$ cat src/rtl/ordered_list_delete_by_key_defines.svh
`ifndef ORDERED_LIST_DELETE_BY_KEY_DEFINES_SVH
`define ORDERED_LIST_DELETE_BY_KEY_DEFINES_SVH

// a must be followed by b in the same cycle
`define OLDBK_ASSERT_NOW(label, clk, rst_n, a, b) \
  label: assert property (@(posedge clk) disable iff (!rst_n) (a) |-> (b)) \
    else $error("oldbk: same-cycle check failed");

// a must be followed by b in the next cycle
`define OLDBK_ASSERT_NEXT(label, clk, rst_n, a, b) \
  label: assert property (@(posedge clk) disable iff (!rst_n) (a) |=> (b)) \
    else $error("oldbk: next-cycle check failed");

`endif

$ cat src/rtl/oldbk_pkg.sv
package oldbk_pkg;

  localparam int unsigned ValueW  = 32;
  localparam int unsigned StatusW = 3;
  localparam int unsigned PosW    = 4;
  localparam int unsigned CmdW    = 2;

  localparam logic [CmdW-1:0] CMD_APPEND  = 2'd0;
  localparam logic [CmdW-1:0] CMD_DELETE  = 2'd1;
  localparam logic [CmdW-1:0] CMD_DISPLAY = 2'd2;

  localparam logic [StatusW-1:0] STS_APPENDED  = 3'd0;
  localparam logic [StatusW-1:0] STS_FULL      = 3'd1;
  localparam logic [StatusW-1:0] STS_DELETED   = 3'd2;
  localparam logic [StatusW-1:0] STS_NOT_FOUND = 3'd3;
  localparam logic [StatusW-1:0] STS_SHOWN     = 3'd4;
  localparam logic [StatusW-1:0] STS_EMPTY     = 3'd5;

  typedef enum logic [1:0] {
    ST_IDLE = 2'b01,
    ST_SHOW = 2'b10
  } state_e;

  // broadcast to every cell of the chain
  typedef struct packed {
    logic              append;
    logic              delete_en;
    logic              rotate;
    logic [ValueW-1:0] value;
  } cell_ctrl_t;

endpackage

$ cat src/rtl/oldbk_cell.sv
module oldbk_cell import oldbk_pkg::*; #(
  parameter int Depth = 16,
  parameter int Idx   = 0,
  localparam int CW   = $clog2(Depth + 1)
) (
  input  logic              clk_i,
  input  cell_ctrl_t        ctrl_i,
  input  logic [CW-1:0]     count_i,
  input  logic [ValueW-1:0] next_i,
  input  logic [ValueW-1:0] head_i,
  input  logic              hit_i,
  output logic              hit_o,
  output logic              first_o,
  output logic [ValueW-1:0] value_o
);

  logic [ValueW-1:0] value_q, value_d;
  logic              occupied;
  logic              hit_self;
  logic              is_tail;

  assign occupied = CW'(Idx) < count_i;
  assign hit_self = occupied && (value_q == ctrl_i.value);
  assign is_tail  = CW'(Idx + 1) == count_i;
  assign hit_o    = hit_i | hit_self;
  assign first_o  = hit_self & ~hit_i;
  assign value_o  = value_q;

  always_comb begin
    value_d = value_q;
    if (ctrl_i.append && (CW'(Idx) == count_i)) begin
      value_d = ctrl_i.value;
    end else if (ctrl_i.delete_en && hit_o) begin
      value_d = next_i;
    end else if (ctrl_i.rotate) begin
      value_d = is_tail ? head_i : next_i;
    end
  end

  always_ff @(posedge clk_i) begin
    value_q <= value_d;
  end

endmodule

$ cat src/rtl/ordered_list_delete_by_key.sv
// Ordered list of up to Depth signed 32-bit values, held in a chain of cells.
// Command channel: a request is taken at a rising edge with start high and
// busy low; cmd_i picks append (0), delete first match of the key (1) or
// display (2); code 3 is dropped without a result.
// Result channel: each result shows on status_o, element_o, position_o and
// last_o for one cycle, marked by strobe_o. The receiver cannot stall; every
// result is taken in the cycle it is shown.
// Append and delete: one result, registered and shown in the cycle after the
// request; busy stays low, so a new request may follow in every cycle.
// Display: count results (one when empty), one per cycle, each registered from
// the head cell after the request moves the state to ST_SHOW (the empty result
// shows in the cycle after the request); the chain rotates one place per cycle,
// so busy is high in ST_SHOW and drops in the cycle that shows the last result.
// Delete compares all cells at once and shifts the tail side up by one.
// Reset returns the state to idle and clears the entry count (list empty) and
// the result strobe; no clearing pass runs.
module ordered_list_delete_by_key import oldbk_pkg::*; #(
  parameter int Depth = 16
) (
  input  logic                     clk_i,
  input  logic                     rst_ni,
  input  logic                     start,
  output logic                     busy,
  input  logic [CmdW-1:0]          cmd_i,
  input  logic signed [ValueW-1:0] item_value_i,
  output logic                     strobe_o,
  output logic [StatusW-1:0]       status_o,
  output logic signed [ValueW-1:0] element_o,
  output logic [PosW-1:0]          position_o,
  output logic                     last_o
);

  `include "ordered_list_delete_by_key_defines.svh"

  localparam int CW = $clog2(Depth + 1);
  localparam int IW = $clog2(Depth);

  state_e            state_q, state_d;
  logic [CW-1:0]     count_q, count_d;
  logic [IW-1:0]     idx_q, idx_d;
  logic              strobe_q, strobe_d;
  logic [StatusW-1:0] status_q, status_d;
  logic [ValueW-1:0] element_q, element_d;
  logic [PosW-1:0]   position_q, position_d;
  logic              last_q, last_d;

  cell_ctrl_t        ctrl;
  logic              accept;
  logic              full;
  logic [ValueW-1:0] vals  [Depth];
  logic              hits  [Depth+1];
  logic [Depth-1:0]  first;
  logic [IW-1:0]     hit_idx;
  logic [IW+PosW-1:0] hit_idx_ext, idx_ext;

  assign accept = start && !busy;
  assign busy   = state_q == ST_SHOW;
  assign full   = count_q == CW'(Depth);

  assign ctrl.append    = accept && (cmd_i == CMD_APPEND) && !full;
  assign ctrl.delete_en = accept && (cmd_i == CMD_DELETE);
  assign ctrl.rotate    = state_q == ST_SHOW;
  assign ctrl.value     = ValueW'(item_value_i);

  assign hits[0] = 1'b0;

  for (genvar i = 0; i < Depth; i++) begin : g_cell
    logic [ValueW-1:0] next_v;
    if (i == Depth - 1) begin : g_end
      assign next_v = vals[i];
    end else begin : g_mid
      assign next_v = vals[i+1];
    end
    oldbk_cell #(
      .Depth(Depth),
      .Idx  (i)
    ) u_cell (
      .clk_i  (clk_i),
      .ctrl_i (ctrl),
      .count_i(count_q),
      .next_i (next_v),
      .head_i (vals[0]),
      .hit_i  (hits[i]),
      .hit_o  (hits[i+1]),
      .first_o(first[i]),
      .value_o(vals[i])
    );
  end

  always_comb begin
    hit_idx = '0;
    for (int i = 0; i < Depth; i++) begin
      if (first[i]) begin
        hit_idx = hit_idx | IW'(i);
      end
    end
  end

  assign hit_idx_ext = {{PosW{1'b0}}, hit_idx};
  assign idx_ext     = {{PosW{1'b0}}, idx_q};

  always_comb begin
    state_d    = state_q;
    count_d    = count_q;
    idx_d      = idx_q;
    strobe_d   = 1'b0;
    status_d   = status_q;
    element_d  = element_q;
    position_d = position_q;
    last_d     = last_q;
    case (state_q)
      ST_IDLE: begin
        if (accept) begin
          case (cmd_i)
            CMD_APPEND: begin
              strobe_d   = 1'b1;
              status_d   = full ? STS_FULL : STS_APPENDED;
              element_d  = '0;
              position_d = '0;
              last_d     = 1'b1;
              if (!full) begin
                count_d = count_q + CW'(1);
              end
            end
            CMD_DELETE: begin
              strobe_d   = 1'b1;
              element_d  = '0;
              last_d     = 1'b1;
              if (hits[Depth]) begin
                status_d   = STS_DELETED;
                position_d = hit_idx_ext[PosW-1:0];
                count_d    = count_q - CW'(1);
              end else begin
                status_d   = STS_NOT_FOUND;
                position_d = '0;
              end
            end
            CMD_DISPLAY: begin
              if (count_q == '0) begin
                strobe_d   = 1'b1;
                status_d   = STS_EMPTY;
                element_d  = '0;
                position_d = '0;
                last_d     = 1'b1;
              end else begin
                state_d = ST_SHOW;
                idx_d   = '0;
              end
            end
            default: begin
            end
          endcase
        end
      end
      ST_SHOW: begin
        strobe_d   = 1'b1;
        status_d   = STS_SHOWN;
        element_d  = vals[0];
        position_d = idx_ext[PosW-1:0];
        last_d     = CW'(idx_q) + CW'(1) == count_q;
        idx_d      = idx_q + IW'(1);
        if (last_d) begin
          state_d = ST_IDLE;
        end
      end
      default: begin
        state_d = ST_IDLE;
      end
    endcase
  end

  always_ff @(posedge clk_i or negedge rst_ni) begin
    if (!rst_ni) begin
      state_q  <= ST_IDLE;
      count_q  <= '0;
      strobe_q <= 1'b0;
    end else begin
      state_q  <= state_d;
      count_q  <= count_d;
      strobe_q <= strobe_d;
    end
  end

  always_ff @(posedge clk_i) begin
    idx_q      <= idx_d;
    status_q   <= status_d;
    element_q  <= element_d;
    position_q <= position_d;
    last_q     <= last_d;
  end

  assign strobe_o   = strobe_q;
  assign status_o   = status_q;
  assign element_o  = signed'(element_q);
  assign position_o = position_q;
  assign last_o     = last_q;

  `OLDBK_ASSERT_NOW(a_count_bound, clk_i, rst_ni, 1'b1, count_q <= CW'(Depth))
  `OLDBK_ASSERT_NEXT(a_show_strobes, clk_i, rst_ni, state_q == ST_SHOW, strobe_o)
  `OLDBK_ASSERT_NOW(a_last_frees, clk_i, rst_ni,
    strobe_o && last_o && (status_o == STS_SHOWN), !busy)
  `OLDBK_ASSERT_NEXT(a_append_grows, clk_i, rst_ni, ctrl.append,
    count_q == $past(count_q) + CW'(1))

endmodule
$ cat config.mk
export PLATFORM = sky130hd
export DESIGN_NAME = ordered_list_delete_by_key
export DESIGN_NICKNAME = d
export VERILOG_FILES = /design/src/rtl/oldbk_pkg.sv /design/src/rtl/oldbk_cell.sv /design/src/rtl/ordered_list_delete_by_key.sv
export VERILOG_INCLUDE_DIRS = /design/src /design/src/rtl
export SDC_FILE = /design/constraint.sdc
export NUM_CORES = 2
export LEC_CHECK = 0
export BUFFER_PORTS_ARGS = -buffer_cell sky130_fd_sc_hd__buf_2
export CAP_MARGIN = 10
export CORE_UTILIZATION = 49
export DETAILED_ROUTE_END_ITERATION = 6
export SLEW_MARGIN = 20
export SYNTH_ARGS = -nofsm -noshare
export SYNTH_HDL_FRONTEND = slang
export SYNTH_SLANG_ARGS = --single-unit
$ cat constraint.sdc
create_clock -name clk_i -period 8.1 [get_ports clk_i]
set_input_delay 0.81 -clock clk_i [delete_from_list [all_inputs] [get_ports clk_i]]
set_output_delay 0.81 -clock clk_i [all_outputs]
set_load 0.005 [all_outputs]
---- After elaboration in Yosys (flattened, before gate mapping) ----
Index checks and enable logic that the tools add are counted.
operators by class
  $add $sub $neg .......................... 4
  $lt $le $gt $ge ......................... 16
  equality and inequality tests ........... 49
  mux-type cells .......................... 114
  bitwise gates (word level) .............. 45
  reductions and logical operators ........ 83
operators with widths
  kind                                                                 count
  32-bit two-way mux                                                   66
  32-bit == test                                                       16
  32-bit case mux with 2 select lines                                  2
  4-bit two-way mux                                                    14
  1-bit logical AND                                                    52
  3-bit nonzero test                                                   15
  4-bit by 5-bit == test with 1-bit output, first input constant       8
  4-bit by 5-bit < comparator with 1-bit output, first input constant  8
  3-bit by 5-bit == test with 1-bit output, first input constant       4
  3-bit by 5-bit < comparator with 1-bit output, first input constant  4
  3-bit two-way mux                                                    6
  4-bit case mux with 2 select lines                                   2
  4-bit AND reduction                                                  4
  1-bit AND                                                            15
  1-bit inverter                                                       15
  1-bit OR                                                             15
  2-bit two-way mux                                                    6
  4-bit case mux with 3 select lines                                   1
  2-bit by 5-bit == test with 1-bit output, first input constant       2
  1-bit by 5-bit < comparator with 1-bit output, first input constant  2
  2-bit by 5-bit < comparator with 1-bit output, first input constant  2
  5-bit two-way mux                                                    2
  5-bit case mux with 2 select lines                                   1
  3-bit case mux with 3 select lines                                   1
  27 further kinds                                                     48
word-level totals
  flip-flop bits (word level) ............. 564
  bits of input ports ..................... 37
  output and inout port bits .............. 42
  word-level logic and storage cells ...... 335

---- Longest topological paths before layout ----
  depth after elaboration ................. 23
  gate-level depth with buffers ........... 14
  mapped depth without buffers ............ 9

---- Hierarchy ----
From an unflattened synthesis, not the netlist that was laid out.
unflattened totals
  cells, all modules ...................... 4140
  area, all modules ....................... 38722.1 µm²
by module, submodules not included
  module                           instances  cells each  area each (µm²)  sequential area each (µm²)
  oldbk_cell at g_cell[11].u_cell  1          314         2590.0           960.9
  ordered_list_delete_by_key       1          193         2479.9           1522.7
  oldbk_cell at g_cell[2].u_cell   1          236         2353.5           960.9
  oldbk_cell at g_cell[5].u_cell   1          237         2352.3           960.9
  oldbk_cell at g_cell[7].u_cell   1          235         2309.7           960.9
  oldbk_cell at g_cell[6].u_cell   1          268         2282.2           960.9
  oldbk_cell at g_cell[1].u_cell   1          259         2278.4           960.9
  oldbk_cell at g_cell[8].u_cell   1          253         2259.7           960.9
  oldbk_cell at g_cell[4].u_cell   1          252         2257.2           960.9
  oldbk_cell at g_cell[0].u_cell   1          247         2244.7           960.9
  oldbk_cell at g_cell[13].u_cell  1          250         2234.6           960.9
  oldbk_cell at g_cell[10].u_cell  1          236         2225.9           960.9
  oldbk_cell at g_cell[15].u_cell  1          243         2223.4           960.9
  oldbk_cell at g_cell[14].u_cell  1          237         2195.9           960.9
  +3 rows                          --         --          --               --

---- Least setup slack after synthesis ----
OpenSTA, ideal clock, no wires.
  path type ............................... in2reg
  start ................................... input port item_value_i[12]
  end ..................................... register g_cell[3].u_cell.value_q[0], enable pin
  setup time .............................. 466 ps
  arrival time ............................ 4564 ps
  data required time ...................... 7634 ps
  path slack .............................. 3070 ps
  cell stages on the path ................. 7
  path buffers ............................ 1
  cells stage by stage .................... buf_2 > xor2_1 > or4_1 > nor4_1 > nand4_1 > and4_1 > o21ai_0
between the ends
  longest elaborated chain between the ends .. 7
  elaborated cells between the ends (all ways) .. 13
  classes of those cells .................. eq/ne: 4; bitwise: 3; reduce/logical: 6
RTL lines
  element                           RTL line                          source
  start, declared                   ordered_list_delete_by_key.sv:25  input logic signed [ValueW-1:0] item_value_i,
  32-bit == test                    oldbk_cell.sv:23                  assign hit_self = occupied && (value_q == ctrl_i.value);
  1-bit logical AND                 oldbk_cell.sv:23
  1-bit OR (2 in a row)             oldbk_cell.sv:25                  assign hit_o = hit_i | hit_self;
  1-bit OR (*)                      oldbk_cell.sv:25
  1-bit logical AND (*)             oldbk_cell.sv:33                  end else if (ctrl_i.delete_en && hit_o) begin
  3-bit nonzero test (no line) (*)  --
  end signal, assigned              oldbk_cell.sv:41                  value_q <= value_d;
  end, declared                     oldbk_cell.sv:17                  logic [ValueW-1:0] value_q, value_d;
Mark *: on every way between the ends. The rest lies on a longest branch, timed or not.
A chain may end at the register's enable or synchronous reset.

---- Worst setup path in the final report ----
  start ................................... register count_q[1]
  end ..................................... register g_cell[11].u_cell.value_q[9], enable pin
between the ends
  longest elaborated chain between the ends .. 15
  elaborated cells between the ends (all ways) .. 42
  classes of those cells .................. order compare: 12; eq/ne: 2; bitwise: 11; reduce/logical: 17
RTL lines
  element                                        RTL line                           source
  start, declared                                ordered_list_delete_by_key.sv:39   logic [CW-1:0] count_q, count_d;
  start signal, assigned                         ordered_list_delete_by_key.sv:179  count_q <= count_d;
  1-bit by 5-bit < comparator with 1-bit output  oldbk_cell.sv:22                   assign occupied = CW'(Idx) < count_i;
  1-bit logical AND                              oldbk_cell.sv:23
  1-bit OR (11 in a row)                         oldbk_cell.sv:25
  1-bit logical AND                              oldbk_cell.sv:33
  3-bit nonzero test (no line) (*)               --
  end signal, assigned                           oldbk_cell.sv:41
  end, declared                                  oldbk_cell.sv:17
Marked as above.

==> flow_summary_export.csv <==
group,metric,value,unit
route,drc,2,
timing,relSlewSlack,22.6,%
cells_and_area,nets,4073,
cts,h-tree-depth,3,
synthesis,synth_area_per_cell,9.27,sq um
placement,dp_hpwl,114000,um
global_routing,grt-ovfl-total,0,
synthesis,synth-seq-cells,564,
cells_and_area,drive_above_1_share,11.8,%
cts,cts_tree,"built",
synthesis,synth_top_area_share,42.8,%
timing,finalMaxSlewViolations,0,
floorplanning,start_util,49.5,%
synthesis,synth_compound_area_share,13.1,%
synthesis,syn_nets,4259,
synthesis,seq_area_frac_synth,43.3,%
worst_setup_path,rr_startpoint,"count_q[1]",
synthesis,synthArstFlopShare,1.42,%
power,p_total,10.7,mW
worst_setup_path,critical_path.max_fanout,23,
worst_setup_path,worstPathArrival,5.57,ns
floorplanning,rows,103,
synthesis,synth-simple-area-share,21.5,%
route,antenna_left,0,
power,power_leakage,13.7,nW
cts,cts.clk_slew.worst_paths,0.06,ns
global_routing,grt.total_usage,41.8,%
worst_setup_path,r2r-end,"g_cell[11].u_cell.value_o[9]",
floorplanning,floorplan.die.height,284,um
global_routing,grt_max_degree,68,
floorplanning,die_w,284,um
status,status,"complete, but fails checks",
power,p_per_area,254,nW/um^2
flow_run,cap_violations,0,
worst_setup_path,worstSetupStartpointType,"flop",
synthesis,ys.flop_type,"edfxtp_1",
placement,dp_slack,2.63,ns
route,vias_per_cell,6.92,
synthesis,synth-edff-count,556,
cts,holdBufCountCts,0,
synthesis,yosysTopAreaCell,"edfxtp_1",
timing,rsz0062_at_grt,"no",
route,drt_first_iter_violations,5787,
timing,max_freq,189,MHz
cells_and_area,seq_area,16900,sq um
cells_and_area,fillCellCount,7205,
floorplanning,core,78900,sq um
route,dr.pass1.iters,7,
floorplanning,io_pins,79,
timing,setup_viol,0,
cts,clock-root-buffer,"clkbuf_16",
synthesis,synthesis.instances,4210,
status,violations,"DRC",
synthesis,syn_area,39000,sq um
cts,cts-resized-gates,0,
route,routed_wl,173000,um
synthesis,synthXorXnorAreaFrac,11.8,%
cells_and_area,multiInputGateArea,20200,sq um
timing,fin_crit_sh,65.2,%
timing,max_slew.worst_pin.slew,1.15,ns
timing,min_period,5.28,ns
global_routing,grt_pass1_vias,32809,
route,wl_per_cell,33.8,um
cts,clock_path_buffers,3,
synthesis,ys_types,77,
global_routing,antenna_found_initial,6,
cells_and_area,area_delta_synth_final,7.93,%
worst_setup_path,cp-end-kind,"flop",
timing,final.setup_skew,0.0273,ns
cells_and_area,final_core_util,53.4,%
synthesis,muxShareOfSynthArea,4.31,%
min_path,min_path_type,"primary input to async pin",
worst_setup_path,worstSetupPathType,"flop to flop",
cts,worstSkewPairLatency,0.64,ns
synthesis,yosys.area_share.adder,0.385,%
synthesis,yosys_warnings,0,
worst_setup_path,worst_ep_required_time,8.39,ns
route,via_count,35479,
timing,hold_viol,0,
worst_setup_path,ff2ff_setup_slack,2.82,ns
floorplanning,die_area,80800,sq um
synthesis,synth_area_leaders,"edfxtp_1 (43%), xnor2_1 (7.4%), xor2_1 (4.3%)",
timing,setup_ws,2.82,ns
cts,numCtsBuffers,68,
global_routing,grt_pass1_wl,244000,um
worst_setup_path,rr_worst_depth,9,
timing,setup-tns-final,0,ns
placement,place.gp.congestion,0.999,
cts,postCtsSetupBuffers,0,
placement,port_buffers,78,
power,ir_drop,0.162,mV
synthesis,synth_top_family_by_area,"simple AND/OR/NAND/NOR gates",
cts,cts_sinks,564,
where the power goes:
| group | switching [mW] | internal [mW] |
|---|---|---|
| sequential | 0.351 | 3.87 |
| clock | 1.35 | 1.77 |
| combinational | 2.28 | 1.07 |
area by class of cell:
cell class                      instances  area share [%]
Timing Repair Buffer                  234            3.71
Tap cell                             1050            3.12
Clock inverter                         32           0.736
Inverter                               10          0.0891
Antenna cell                            3          0.0178
Clock buffer                           90            4.38
Sequential cell                       564            40.1
Multi-Input combinational cell       3146            47.9
stage by stage:
stage,area [sq um],hold WS (ns),instances
finish,42100,0.0581,5129
global route,42100,0.0576,5127
CTS,42100,0.0383,5126
detailed placement,40000,0.548,5004
global placement,40000,0.552,5004
floorplan,39000,0.512,4210
routing by layer:
layer / GRT usage [%] / vias to the layer above / share of wire, %
li1: - / 15177 / -
met1: 55.6 / 16936 / 38
met2: 61.2 / 2813 / 42
met3: 11.3 / 545 / 13
met4: 24.0 / 8 / 6.8
met5: 0.833 / - / 0.079
logic make-up (layout without fill, tap and decap cells):
kind of cell,after synthesis,after routing
adder cells (fa/ha/maj),12,12
flip-flops,564,564
multiplexers,160,160
XOR/XNOR,525,525
AND/OR/NAND/NOR,1666,1666
other,0,3
AO/OA/AOI/OAI,783,783
buffers and inverters,500,366
sequential cells by signal, summed over array words and instances (netlist names):
signal	count
g_cell.u_cell.value_o	512
status_o	3
state_q	2
strobe_o	1
position_o	4
count_q	5
element_o	32
last_o	1
idx_q	4
cell usage in the layout (no fill, tap or decap), drive strengths merged, types with 8 or more instances in the layout:
cell type / instances
edfxtp: 556
nor2: 425
xnor2: 332
nand2: 247
nor3: 234
buf: 234
nand3: 229
xor2: 193
nand4: 175
o21ai: 173
a21oi: 169
a211oi: 136
a31oi: 134
nor4: 124
mux2i: 96
clkbuf: 90
o211ai: 70
mux2: 64
and2: 47
nor2b: 37
or2: 35
o221a: 33
a221o: 32
clkinv: 20
nand4b: 16
or3: 16
inv: 15
or4: 14
and3: 14
nor4b: 13
ha: 12
and4: 8
nor3b: 8
worst max-delay path, stage by stage (launching register included):
cell and delay (ns):
dfrtp_1 0.90, inv_1 0.30, ha_1 0.32, o21ai_0 0.60
nand4_1 0.18, or3_1 0.49, nand4_1 0.64, o31a_1 0.63
or3_1 0.47, buf_4 0.39
how the worst max path moves through the flow:
stage                                 from                      endpoint  slack, ns  depth (start not counted)
final                           count_q[1]  g_cell[11].u_cell.value_o[9]       2.82                          9
after global routing            count_q[4]  g_cell[9].u_cell.value_o[13]       2.60                         10
after CTS                       count_q[4]  g_cell[9].u_cell.value_o[13]       2.96                         10
after detailed placement  item_value_i[13]  g_cell[9].u_cell.value_o[18]       2.63                         11
after global placement    item_value_i[13]   g_cell[9].u_cell.value_o[9]       2.73                         11
after floorplan           item_value_i[12]   g_cell[3].u_cell.value_o[0]       3.07                          7
synthesized netlist by cell type, types with 134 or more instances:
| cell | count |
|---|---|
| edfxtp_1 | 556 |
| nor2_1 | 425 |
| xnor2_1 | 332 |
| clkbuf_1 | 295 |
| nand2_1 | 247 |
| nor3_1 | 233 |
| nand3_1 | 229 |
| xor2_1 | 193 |
| nand4_1 | 173 |
| a21oi_1 | 168 |
| o21ai_0 | 139 |
| a211oi_1 | 136 |
| a31oi_1 | 134 |
(Power assumes the default switching activity.)
